### config.mk
export PLATFORM = sky130hd
export DESIGN_NAME = btff_alu
export DESIGN_NICKNAME = d
export VERILOG_FILES = /design/src/rtl/btff_pkg.sv /design/src/rtl/btff_alu.sv
export SDC_FILE = /design/constraint.sdc
export NUM_CORES = 1
export LEC_CHECK = 0
export ABC_AREA = 0
export BUFFER_PORTS_ARGS = -buffer_cell sky130_fd_sc_hd__buf_2
export CAP_MARGIN = 20
export CORE_MARGIN = 2
export CORE_UTILIZATION = 45
export DETAILED_ROUTE_END_ITERATION = 8
export GPL_TIMING_DRIVEN = 0
export PLACE_DENSITY_LB_ADDON = 0.05
export REMOVE_ABC_BUFFERS = 1
export SETUP_SLACK_MARGIN = 0.5
export SYNTH_ARGS = -nofsm -noshare
export SYNTH_HDL_FRONTEND = slang
export SYNTH_SLANG_ARGS = --single-unit
### constraint.sdc
create_clock -name vclk -period 4.7
set_input_delay 0.705 -clock vclk [all_inputs]
set_output_delay 0.705 -clock vclk [all_outputs]
set_load 0.01 [all_outputs]
### src/rtl/btff_pkg.sv
// Package of the boundary tag first fit allocator: constants, payload types
// and the structs passed between the sequencer, the adder and the store.
package btff_pkg;

	localparam int HEAP_BYTES_DEF  = 16384;
	localparam int CHUNK_BYTES_DEF = 4096;
	localparam int WORD_BYTES      = 4;
	localparam int DW              = 36;
	localparam int TW              = 32;

	localparam logic REQ_ALLOC = 1'b0;
	localparam logic REQ_FREE  = 1'b1;

	typedef struct packed {
		logic        req_type;
		logic [14:0] req_bytes;
		logic [13:0] free_addr;
	} req_t;

	typedef struct packed {
		logic [13:0] block_addr;
		logic        ok;
	} rsp_t;

	typedef struct packed {
		logic [DW-1:0] a;
		logic [DW-1:0] b;
		logic          sub;
	} alu_req_t;

	typedef struct packed {
		logic [DW-1:0] res;
		logic          lt;
	} alu_rsp_t;

	typedef struct packed {
		logic          we;
		logic [DW-1:0] addr;
		logic [TW-1:0] wdata;
	} mem_req_t;

endpackage

### src/rtl/btff_alu.sv
// Shared adder and comparator of the allocator.
// Depends on btff_pkg for the request and response structs.
module btff_alu (
	input  btff_pkg::alu_req_t alu_req,
	output btff_pkg::alu_rsp_t alu_rsp
);

	logic [btff_pkg::DW:0] ext;

	assign ext = {1'b0, alu_req.a}
		+ {1'b0, (alu_req.sub ? ~alu_req.b : alu_req.b)}
		+ {{btff_pkg::DW{1'b0}}, alu_req.sub};

	assign alu_rsp.res = ext[btff_pkg::DW-1:0];
	assign alu_rsp.lt  = alu_req.sub & ~ext[btff_pkg::DW];

endmodule

## Word-level counts from Yosys, hierarchy flattened

Cells that the tools add are included.

| cells by class | value |
|---|---|
| reduce and logical (&&, ||, !) cells | 0 |
| add/sub/neg operators | 2 |
| $mul | 0 |
| bitwise logic cells | 3 |
| shift operators | 0 |
| divide/modulo/power cells | 0 |
| multiplexer cells | 1 |
| eq/ne operators | 0 |
| order comparisons | 0 |

Operators by type and width:

| cell | number |
|---|---|
| 36-bit by 36-bit adder with 37-bit output | 1 |
| 37-bit by 1-bit adder with 37-bit output | 1 |
| 36-bit two-way mux | 1 |
| 36-bit inverter | 1 |
| 1-bit AND | 1 |
| 1-bit inverter | 1 |

| storage, ports and cells | value |
|---|---|
| bits in writable memories | 0 |
| input port bits | 73 |
| bits in registers | 0 |
| latch bits | 0 |
| bits in read-only memories | 0 |
| memories | 0 |

## Longest topological paths before layout

Gate-level depths: netlist (run 1).

| depth | value |
|---|---|
| word-level depth | 6 |
| depth in mapped cells | 12 |

## Worst setup path after synthesis (run 1)

Ideal clock, no wire load.

| timing path | value |
|---|---|
| path kind | input port to output port |
| from | input port alu_req[0] (netlist name) |
| to | output port alu_rsp[33] (netlist name) |
| arrival time | 3.344 ns |
| buffers on the path | 3 |
| cell stages on the path | 12 |
| path slack | 0.651 ns |
| data required time | 3.995 ns |
| cells stage by stage | buf_4 -> buf_1 -> xor2_1 -> ha_1 -> buf_2 -> a21o_1 -> a21oi_2 -> o221ai_1 -> a31oi_2 -> a31oi_2 -> or4_1 -> nand3b_1 |

RTL lines:

| what | RTL line | RTL |
|---|---|---|
| start: declaration | btff_alu.sv:4 | `input btff_pkg::alu_req_t alu_req,` |
| end: declaration | btff_alu.sv:5 | `output btff_pkg::alu_rsp_t alu_rsp` |

==> results by group, run 1 <==
Status
  • Status: finished, final reports clean

Timing
  • Worst slew pin tran: 0.548 ns
  • Rel. slew slack: 63.2%
  • Hold Vio Cnt, Final: 0
  • Final Critical Period: 4.04 ns
  • Final setup violation count: 0
  • Maximum clock rate: 247 MHz
  • Slew Limit Fails: 0
  • Final TNS setup: 0 ns
  • Setup ws final: 0.657 ns
  • Crit share post-route: 86.0%
  • RSZ-0062 raised after global routing: true

Floorplan
  • I/O Pins: 110
  • Die Width: 77.0 um
  • Row count: 26
  • Initial Utilization: 46.7%
  • Die area: 5930 um2
  • Core outline area: 5140 um2
  • Die H: 77.0 um

Setup path
  • Worst EP required: 3.99 ns
  • Worst-path maximum fanout: 37
  • CP startpoint kind: primary input
  • Critical Path Source: alu_req[0]
  • Crit. End Element: output port
  • Kind of critical path: in2out
  • Data arrival, critical path: 3.34 ns

Synth
  • Synthesis warning total: 0
  • Post-Syn Instances: 334
  • Synth Area per Inst: 7.18 um2
  • Cell variety after synth: 53
  • Sequential share of the synthesized area: 0%
  • Mapped Area: 2400 um2
  • Synth top area cells: xor2_1, ha_1, a21oi_1, xnor2_1, a21o_1
  • Post-synth top area share: 18.6%
  • Synth area leader: xor2_1

Finish
  • Synth-to-Final Area Change: 25.4%
  • Core Util, Final: 58.5%
  • Clkbuf count: 0
  • Layout cells sized above 1: 28.1%
  • Final instance count without filler cells: 500
  • Post-layout net count: 541
  • N_diodes: 0
  • Register area: 0 um2
  • Sequential cells: 0
  • Most common cell after layout, fill and taps aside: buf_2
  • Most frequent cells in the layout: buf_2, xor2_1, ha_1, a21oi_1, nand2_1

Placed design
  • Dpl hpwl: 5150 um
  • Gp weighted congestion: 0.878
  • Port Buf Inserts: 110
  • Place WS: -0.0659 ns
  • Dpl cells: 500

CTS
  • CTS Hold Bufs: 0
  • Postcts setup bufs: 0

Drt
  • Via count: 2740
  • Vias per cell: 5.48
  • WL per Instance: 12.6 um
  • Antenna Nets Post-Route: 0
  • Number of remaining DRC errors: 0
  • Initial DRC count: 113
  • Routed WL: 6280 um
  • TritonRoute pass-1 iters: 4

Pwr
  • Pleak: 1.49 nW
  • PwrDens: 219 nW/um2
  • VDD IR max: 109 uV

Min path
  • Hold path depth: 3
  • Hold Path Class: in2out
  • Hold Path Origin: alu_req[37]

GRT
  • Vias in the first global route: 2451
  • GRT Resource Usage Total: 20.0%
  • Total gr overflow: 0
  • Initial antenna violation count: 0
  • First-pass GRT wire length: 10600 um
  • Largest net degree at the start of global routing: 38

Run
  • Maxcap violations: 0
-- kinds of logic after synthesis --
group                    share of synthesized area (%)
AO/OA/AOI/OAI                                     34.0
AND/OR/NAND/NOR                                   17.4
XOR/XNOR                                          24.5
adder cells (fa/ha/maj)                           19.1
buffers and inverters                             4.59
multiplexers                                     0.417
-- stage by stage --
step	total power, mW	hold WS (ns)	area (um2)
finish	0.659	1.70	3010
global route	0.732	1.70	3010
CTS	0.658	1.70	2990
detailed placement	0.651	1.70	2980
global placement	0.649	1.69	2980
floorplan	0.444	1.49	2340
-- critical path, stage by stage --
cell and delay, ns:
buf_12 0.17, mux2i_1 0.28, fa_1 0.27, and2b_1 0.20, o2111ai_1 0.30, a21oi_2 0.14
o311ai_4 0.32, a31oi_4 0.17, or4_1 0.54, nand3b_1 0.10, buf_2 0.13
-- metal layers --
metal / GRT usage [%] / up-vias / part of all wire (%)
li1: - / 1433 / -
met1: 27.4 / 1226 / 47
met2: 36.4 / 81 / 47
met3: 0.941 / 0 / 5.8
met4: 0.357 / 0 / 0
met5: 0 / - / 0
-- worst paths after layout --
kind  slack, ns           to
max        0.66  alu_rsp[33]
min        1.70   alu_rsp[1]
-- layout make-up --
class | count | area, um2
Inverter | 13 | 48.8
Tap cell | 70 | 87.6
Fill cell | 565 | 2130
Multi-Input combinational cell | 307 | 2310
Timing Repair Buffer | 110 | 566
-- repair_timing --
item	4_1_cts	5_1_grt
hold endpoints to repair	0	0
endpoints found under the setup margin	24	10
gates resized for setup	4	3
-- cells in the mapped netlist (all sizes together), types with 5 or more instances --
cell and count:
a211oi 6, a21o 17, a21oi 31, a31oi 6
buf 8, clkbuf 6, ha 35, inv 13
nand2 23, nand3 5, nand4 8, nor2 18
nor3 9, o21a 7, o21ai 23, o21bai 5
xnor2 16, xor2 51
-- power by group --
group | switching, mW | internal [mW]
Clock | 0 | 0
Sequential | 0 | 0
Combinational | 0.369 | 0.290
Total | 0.369 | 0.290
Power figures use the tool's default switching activity.
==> inputs of run 2 (changes only) <==
--- a/config.mk
+++ b/config.mk
@@ -5,7 +5,7 @@
 export SDC_FILE = /design/constraint.sdc
 export NUM_CORES = 1
 export LEC_CHECK = 0
-export ABC_AREA = 0
+export ABC_AREA = 1
 export BUFFER_PORTS_ARGS = -buffer_cell sky130_fd_sc_hd__buf_2
 export CAP_MARGIN = 20
 export CORE_MARGIN = 2
==> results by group, run 2 <==
Synth
  • Sequential share of the synthesized area: 0% (unchanged)
  • Top-count cell post-synth: nand2_1
  • Synth Area per Inst: 5.14 um2 (-28%)
  • Synth top area cells: nand2_1, ha_1, xor2_1, inv_1, nor2_1
  • Synth top cells by count: nand2_1, inv_1, nor2_1
  • Synthesis warning total: 0 (unchanged)
  • Post-Syn Instances: 576 (+72%)
  • Synth area leader: nand2_1
  • Cell variety after synth: 26 (-51%)
  • Post-synth top area share: 26.6% (+8.0 points)
  • Mapped Area: 2960 um2 (+23%)

Floorplan
  • Core outline area: 6350 um2 (+24%)
  • Row count: 29 (+12%)
  • Initial Utilization: 46.6% (-0.084 points)
  • Die area: 7240 um2 (+22%)
  • I/O Pins: 110 (unchanged)
  • Die Width: 85.1 um (+10%)
  • Die H: 85.1 um (+10%)

Timing
  • Crit share post-route: 82.2% (-3.8 points)
  • Final Critical Period: 3.87 ns (-0.178 ns)
  • Maximum clock rate: 259 MHz (+4.6%)
  • Hold Vio Cnt, Final: 0 (unchanged)
  • RSZ-0062 raised after global routing: false
  • Rel. slew slack: 61.7% (-1.5 points)
  • Worst slew pin tran: 0.575 ns (+0.0267 ns)
  • Final setup violation count: 0 (unchanged)
  • Final TNS setup: 0 ns (unchanged)
  • Slew Limit Fails: 0 (unchanged)

Finish
  • Post-layout net count: 793 (+47%)
  • Register area: 0 um2 (unchanged)
  • Final instance count without filler cells: 759 (+52%)
  • Layout cells sized above 1: 18.6% (-9.5 points)
  • Sequential cells: 0 (unchanged)
  • Most common cell after layout, fill and taps aside: nand2_1
  • Synth-to-Final Area Change: 21.2%
  • Most frequent cells in the layout: nand2_1, inv_1, buf_2, nor2_1, xor2_1
  • Core Util, Final: 56.5% (-2.1 points)
  • Clkbuf count: 0 (unchanged)
  • N_diodes: 0 (unchanged)

Pwr
  • VDD IR max: 118 uV (+8.8%)
  • Pleak: 2.32 nW (+55%)
  • PwrDens: 194 nW/um2 (-11%)

Drt
  • Number of remaining DRC errors: 0 (unchanged)
  • Vias per cell: 4.84 (-12%)
  • Via count: 3671 (+34%)
  • Initial DRC count: 168 (+49%)
  • Antenna Nets Post-Route: 0 (unchanged)
  • Routed WL: 8500 um (+35%)
  • WL per Instance: 11.2 um (-11%)
  • TritonRoute pass-1 iters: 5 (+1)

Placed design
  • Dpl cells: 759 (+52%)
  • Dpl hpwl: 7510 um (+46%)
  • Port Buf Inserts: 110 (unchanged)
  • Gp weighted congestion: 0.923 (+5.1%)

GRT
  • Largest net degree at the start of global routing: 37 (-2.6%)
  • First-pass GRT wire length: 14600 um (+38%)
  • Vias in the first global route: 3319 (+35%)
  • Total gr overflow: 0 (unchanged)
  • GRT Resource Usage Total: 23.5% (+3.5 points)
  • Initial antenna violation count: 0 (unchanged)

Setup path
  • Data arrival, critical path: 3.16 ns (-0.18 ns)
  • Worst path cell trace: buf_4 > inv_2 > nand2_2 > and2_4 > inv_1 > fa_1 > inv_1 > nand3_1 > nand3_1 > nand2_1 > nand2_1 > nand3_1 > nand2_2 > nand2_1 > nand2_1 > nand2_1 > nand2_1 > buf_2
  • Most used cell, CP: nand2_1
  • Worst-path maximum fanout: 36 (-2.7%)
  • Crit path max-delay family: simple AND/OR/NAND/NOR gates
  • CP startpoint kind: primary input
  • CP max stage cell: buf_4
  • Crit. End Element: output port
  • Max incr delay on CP: 0.45 ns (-0.09 ns)
  • Worst Path Buf+Inv: 5 (+3)
  • Worst EP required: 3.99 ns (about the same)
  • Kind of critical path: in2out

Run
  • Maxcap violations: 0 (unchanged)

CTS
  • CTS Hold Bufs: 0 (unchanged)
  • Postcts setup bufs: 0 (unchanged)

Status
  • Status: finished, final reports clean

Min path
  • Hold Path Class: in2out
## run 2: path summary, 6_finish.rpt
check / cells after the start / slack (ns) / to / start
setup / recovery: 18 / 0.83 / alu_rsp[33] / alu_req[0]
hold / removal: 4 / 1.71 / alu_rsp[1] / alu_req[37]
## run 2: per-stage QoR
stage / setup WS, ns / hold WS (ns) / total power [mW] / area (um2)
finish: 0.835 / 1.71 / 0.697 / 3580
global route: 0.543 / 1.74 / 0.792 / 3580
CTS: 0.802 / 1.71 / 0.699 / 3580
detailed placement: 0.478 / 1.71 / 0.694 / 3580
global placement: 0.500 / 1.70 / 0.688 / 3580
floorplan: 1.78 / 1.53 / 0.466 / 2940
## run 2: where the power goes
group / total [mW] / switching, mW / internal (mW) / leakage (nW)
clock: 0 / 0 / 0 / 0
sequential: 0 / 0 / 0 / 0
combinational: 0.697 / 0.431 / 0.266 / 2.32
total: 0.697 / 0.431 / 0.266 / 2.32
## run 2: metal layers
layer | routed length [um] | track usage [%]
met5 | 0 | 0
met4 | 8 | 0.144
met1 | 4360 | 35.5
met3 | 468 | 0.681
met2 | 3660 | 39.4
## run 2: cells by family after synthesis
family,share of synthesized area [%]
adder cells (fa/ha/maj),15.5
XOR/XNOR,15.7
buffers and inverters,14.8
AND/OR/NAND/NOR,44.1
AO/OA/AOI/OAI,9.90
## run 2: worst min-delay path: cells and delay by family
kind	cells	cell delay, ns
and+or+nand+nor	2	0.09
buffers and inverters	2	0.21
## run 2: final cells by class
class / instances / area [um2]
Fill cell: 720 / 2770
Inverter: 111 / 417
Multi-Input combinational cell: 461 / 2520
Tap cell: 77 / 96.3
Timing Repair Buffer: 110 / 553
## run 2: timing repair
action                                 4_1_cts  5_1_grt
endpoints found under the hold margin        0        0
gates resized for setup                      1        0
setup endpoints to repair                    1        0
==> inputs of run 3 (changes only) <==
==> constraint.sdc (replaced) <==
create_clock -name vclk -period 3.4
set_input_delay 0.51 -clock vclk [all_inputs]
set_output_delay 0.51 -clock vclk [all_outputs]
set_load 0.01 [all_outputs]
==> results by group, run 3 (synthesis gave the netlist of run 2 again) <==
Timing
  • Rel. slew slack: 79.8% (+18 points)
  • Final Critical Period: 2.87 ns
  • Maximum clock rate: 349 MHz
  • RSZ-0062 raised after global routing: true
  • Final setup violation count: 0 (unchanged)
  • Crit share post-route: 84.3%
  • Hold Vio Cnt, Final: 0 (unchanged)
  • Hold WS: 1.32 ns (-0.391 ns)
  • Worst slew pin tran: 0.302 ns (-0.273 ns)
  • Slew Limit Fails: 0 (unchanged)
  • Final TNS setup: 0 ns (unchanged)

Floorplan
  • I/O Pins: 110 (unchanged)
  • Die area: 7240 um2 (unchanged)
  • Die Width: 85.1 um (unchanged)
  • Core outline area: 6350 um2 (unchanged)
  • Initial Utilization: 46.6% (unchanged)
  • Row count: 29 (unchanged)
  • Die H: 85.1 um (unchanged)

GRT
  • GRT Resource Usage Total: 24.6% (+1.1 points)
  • Total gr overflow: 0 (unchanged)
  • Initial antenna violation count: 0 (unchanged)
  • First-pass GRT wire length: 15100 um (+3.6%)
  • Largest net degree at the start of global routing: 19 (-49%)
  • Vias in the first global route: 3385 (+2.0%)

Setup path
  • Data arrival, critical path: 2.36 ns (-0.80 ns)
  • CP startpoint kind: primary input
  • Crit. End Element: output port
  • Worst EP required: 2.89 ns (-1.10 ns)
  • Kind of critical path: in2out
  • Worst-path maximum fanout: 9 (-75%)

Finish
  • Clkbuf count: 0 (unchanged)
  • Multi-input logic area: 2930 um2 (+16%)
  • Most common cell after layout, fill and taps aside: nand2_1
  • Fill cell count: 634 (-12%)
  • Core Util, Final: 67.0% (+11 points)
  • Post-layout net count: 820 (+3.4%)
  • Synth-to-Final Area Change: 43.9%
  • N_diodes: 0 (unchanged)
  • Most frequent cells in the layout: nand2_1, buf_2, inv_1, xor2_1, nand2_2
  • Sequential cells: 0 (unchanged)
  • Layout cells sized above 1: 36.0% (+17 points)
  • Register area: 0 um2 (unchanged)
  • Finished layout cell area: 4260 um2 (+19%)

Placed design
  • Gp weighted congestion: 0.923 (unchanged)
  • Port Buf Inserts: 110 (unchanged)
  • Post-place instance area: 3580 um2 (unchanged)
  • Dpl hpwl: 7510 um (unchanged)

Drt
  • Via count: 3841 (+4.6%)
  • Initial DRC count: 156 (-7.1%)
  • Number of remaining DRC errors: 0 (unchanged)
  • Vias per cell: 4.89 (+1.0%)
  • TritonRoute pass-1 iters: 4 (-1)
  • Routed WL: 9780 um (+15%)
  • WL per Instance: 12.4 um (+11%)
  • Antenna Nets Post-Route: 0 (unchanged)

Pwr
  • Part of the power in combinational logic: 100.0% (about the same)
  • VDD IR max: 182 uV (+54%)
  • PwrDens: 277 nW/um2 (+42%)
  • Pleak: 2.51 nW (+8.5%)
  • Clock power frac: 0% (unchanged)
  • Post-route total power: 1.18 mW (+69%)
  • Sequential Power Share: 0% (unchanged)
  • Sw Share: 59.3% (-2.6 points)
  • Internal power: 0.479 mW (+80%)
  • Net Switching: 0.697 mW (+62%)

Min path
  • Hold worst-path end: alu_rsp[1]
  • Hold Path Class: in2out
  • Hold Path Origin: alu_req[37]
  • Hold path depth: 4 (unchanged)

Status
  • Status: finished, final reports clean

Run
  • Maxcap violations: 0 (unchanged)
run 3: cell types whose count changed in the layout (fill, tap and decap cells not counted), moves of 12 or more:
| cell | change |
|---|---|
| ha_1 | -12 |
| a21oi_1 | -19 |
| buf_4 | +24 |
| nand2_2 | +26 |
| nor2_1 | -23 |
| nand2_1 | -29 |
| nor2_2 | +19 |
| a21oi_2 | +18 |
run 3: layer usage:
| layer | global-route usage [%] | vias to the layer above | share of wire [%] |
|---|---|---|---|
| li1 | - | 2028 | - |
| met1 | 36.7 | 1722 | 48 |
| met2 | 41.8 | 91 | 47 |
| met3 | 0.681 | 0 | 4.8 |
| met4 | 0.144 | 0 | 0 |
| met5 | 0 | - | 0 |
run 3: final cells by class:
class	count	share of cell area, %
inverter	111	9.79
timing repair buffer	137	19.1
multi-input combinational	461	68.8
tap	77	2.26
run 3: worst max-delay path, stage by stage:
cell and delay, ns:
clkbuf_16 0.16, xor2_1 0.17, ha_1 0.41, nand2_2 0.13
nor2_4 0.12, inv_1 0.09, nor2_1 0.13, nand2_1 0.08
nand2_2 0.11, buf_4 0.13, xor2_1 0.15, buf_2 0.15
run 3: how the worst max path moves through the flow:
stage | endpoint | cells past startpoint | start | slack [ns]
6_report | alu_rsp[19] | 12 | alu_req[0] | 0.53
5_1_grt | alu_rsp[19] | 12 | alu_req[0] | 0.46
4_1_cts | alu_rsp[33] | 12 | alu_req[0] | 0.50
3_5_place_dp | alu_rsp[33] | 18 | alu_req[0] | -0.43
3_3_place_gp | alu_rsp[33] | 18 | alu_req[0] | -0.41
2_1_floorplan | alu_rsp[33] | 16 | alu_req[37] | 0.87
run 3: through the flow:
step	std cells	setup WS [ns]
6_report	786	0.534
5_1_grt	786	0.458
2_1_floorplan	572	0.875
3_3_place_gp	759	-0.410
3_5_place_dp	759	-0.432
4_1_cts	767	0.498
run 3: repair_timing:
item | 4_1_cts | 5_1_grt
buffers inserted | 7 | 18
hold endpoints to repair | 0 | 0
endpoints found under the setup margin | 35 | 23
gates resized for setup | 17 | 112
cloned | 1 | 1
pin swaps | 6 | 36
hold buffers | 0 | 0
run 3: power by group through the flow:
stage	registers [mW]	logic, mW	clock network [mW]
floorplan	0	0.644	0
global placement	0	0.952	0
detailed placement	0	0.960	0
CTS	0	1.00	0
global route	0	1.30	0
finish	0	1.18	0
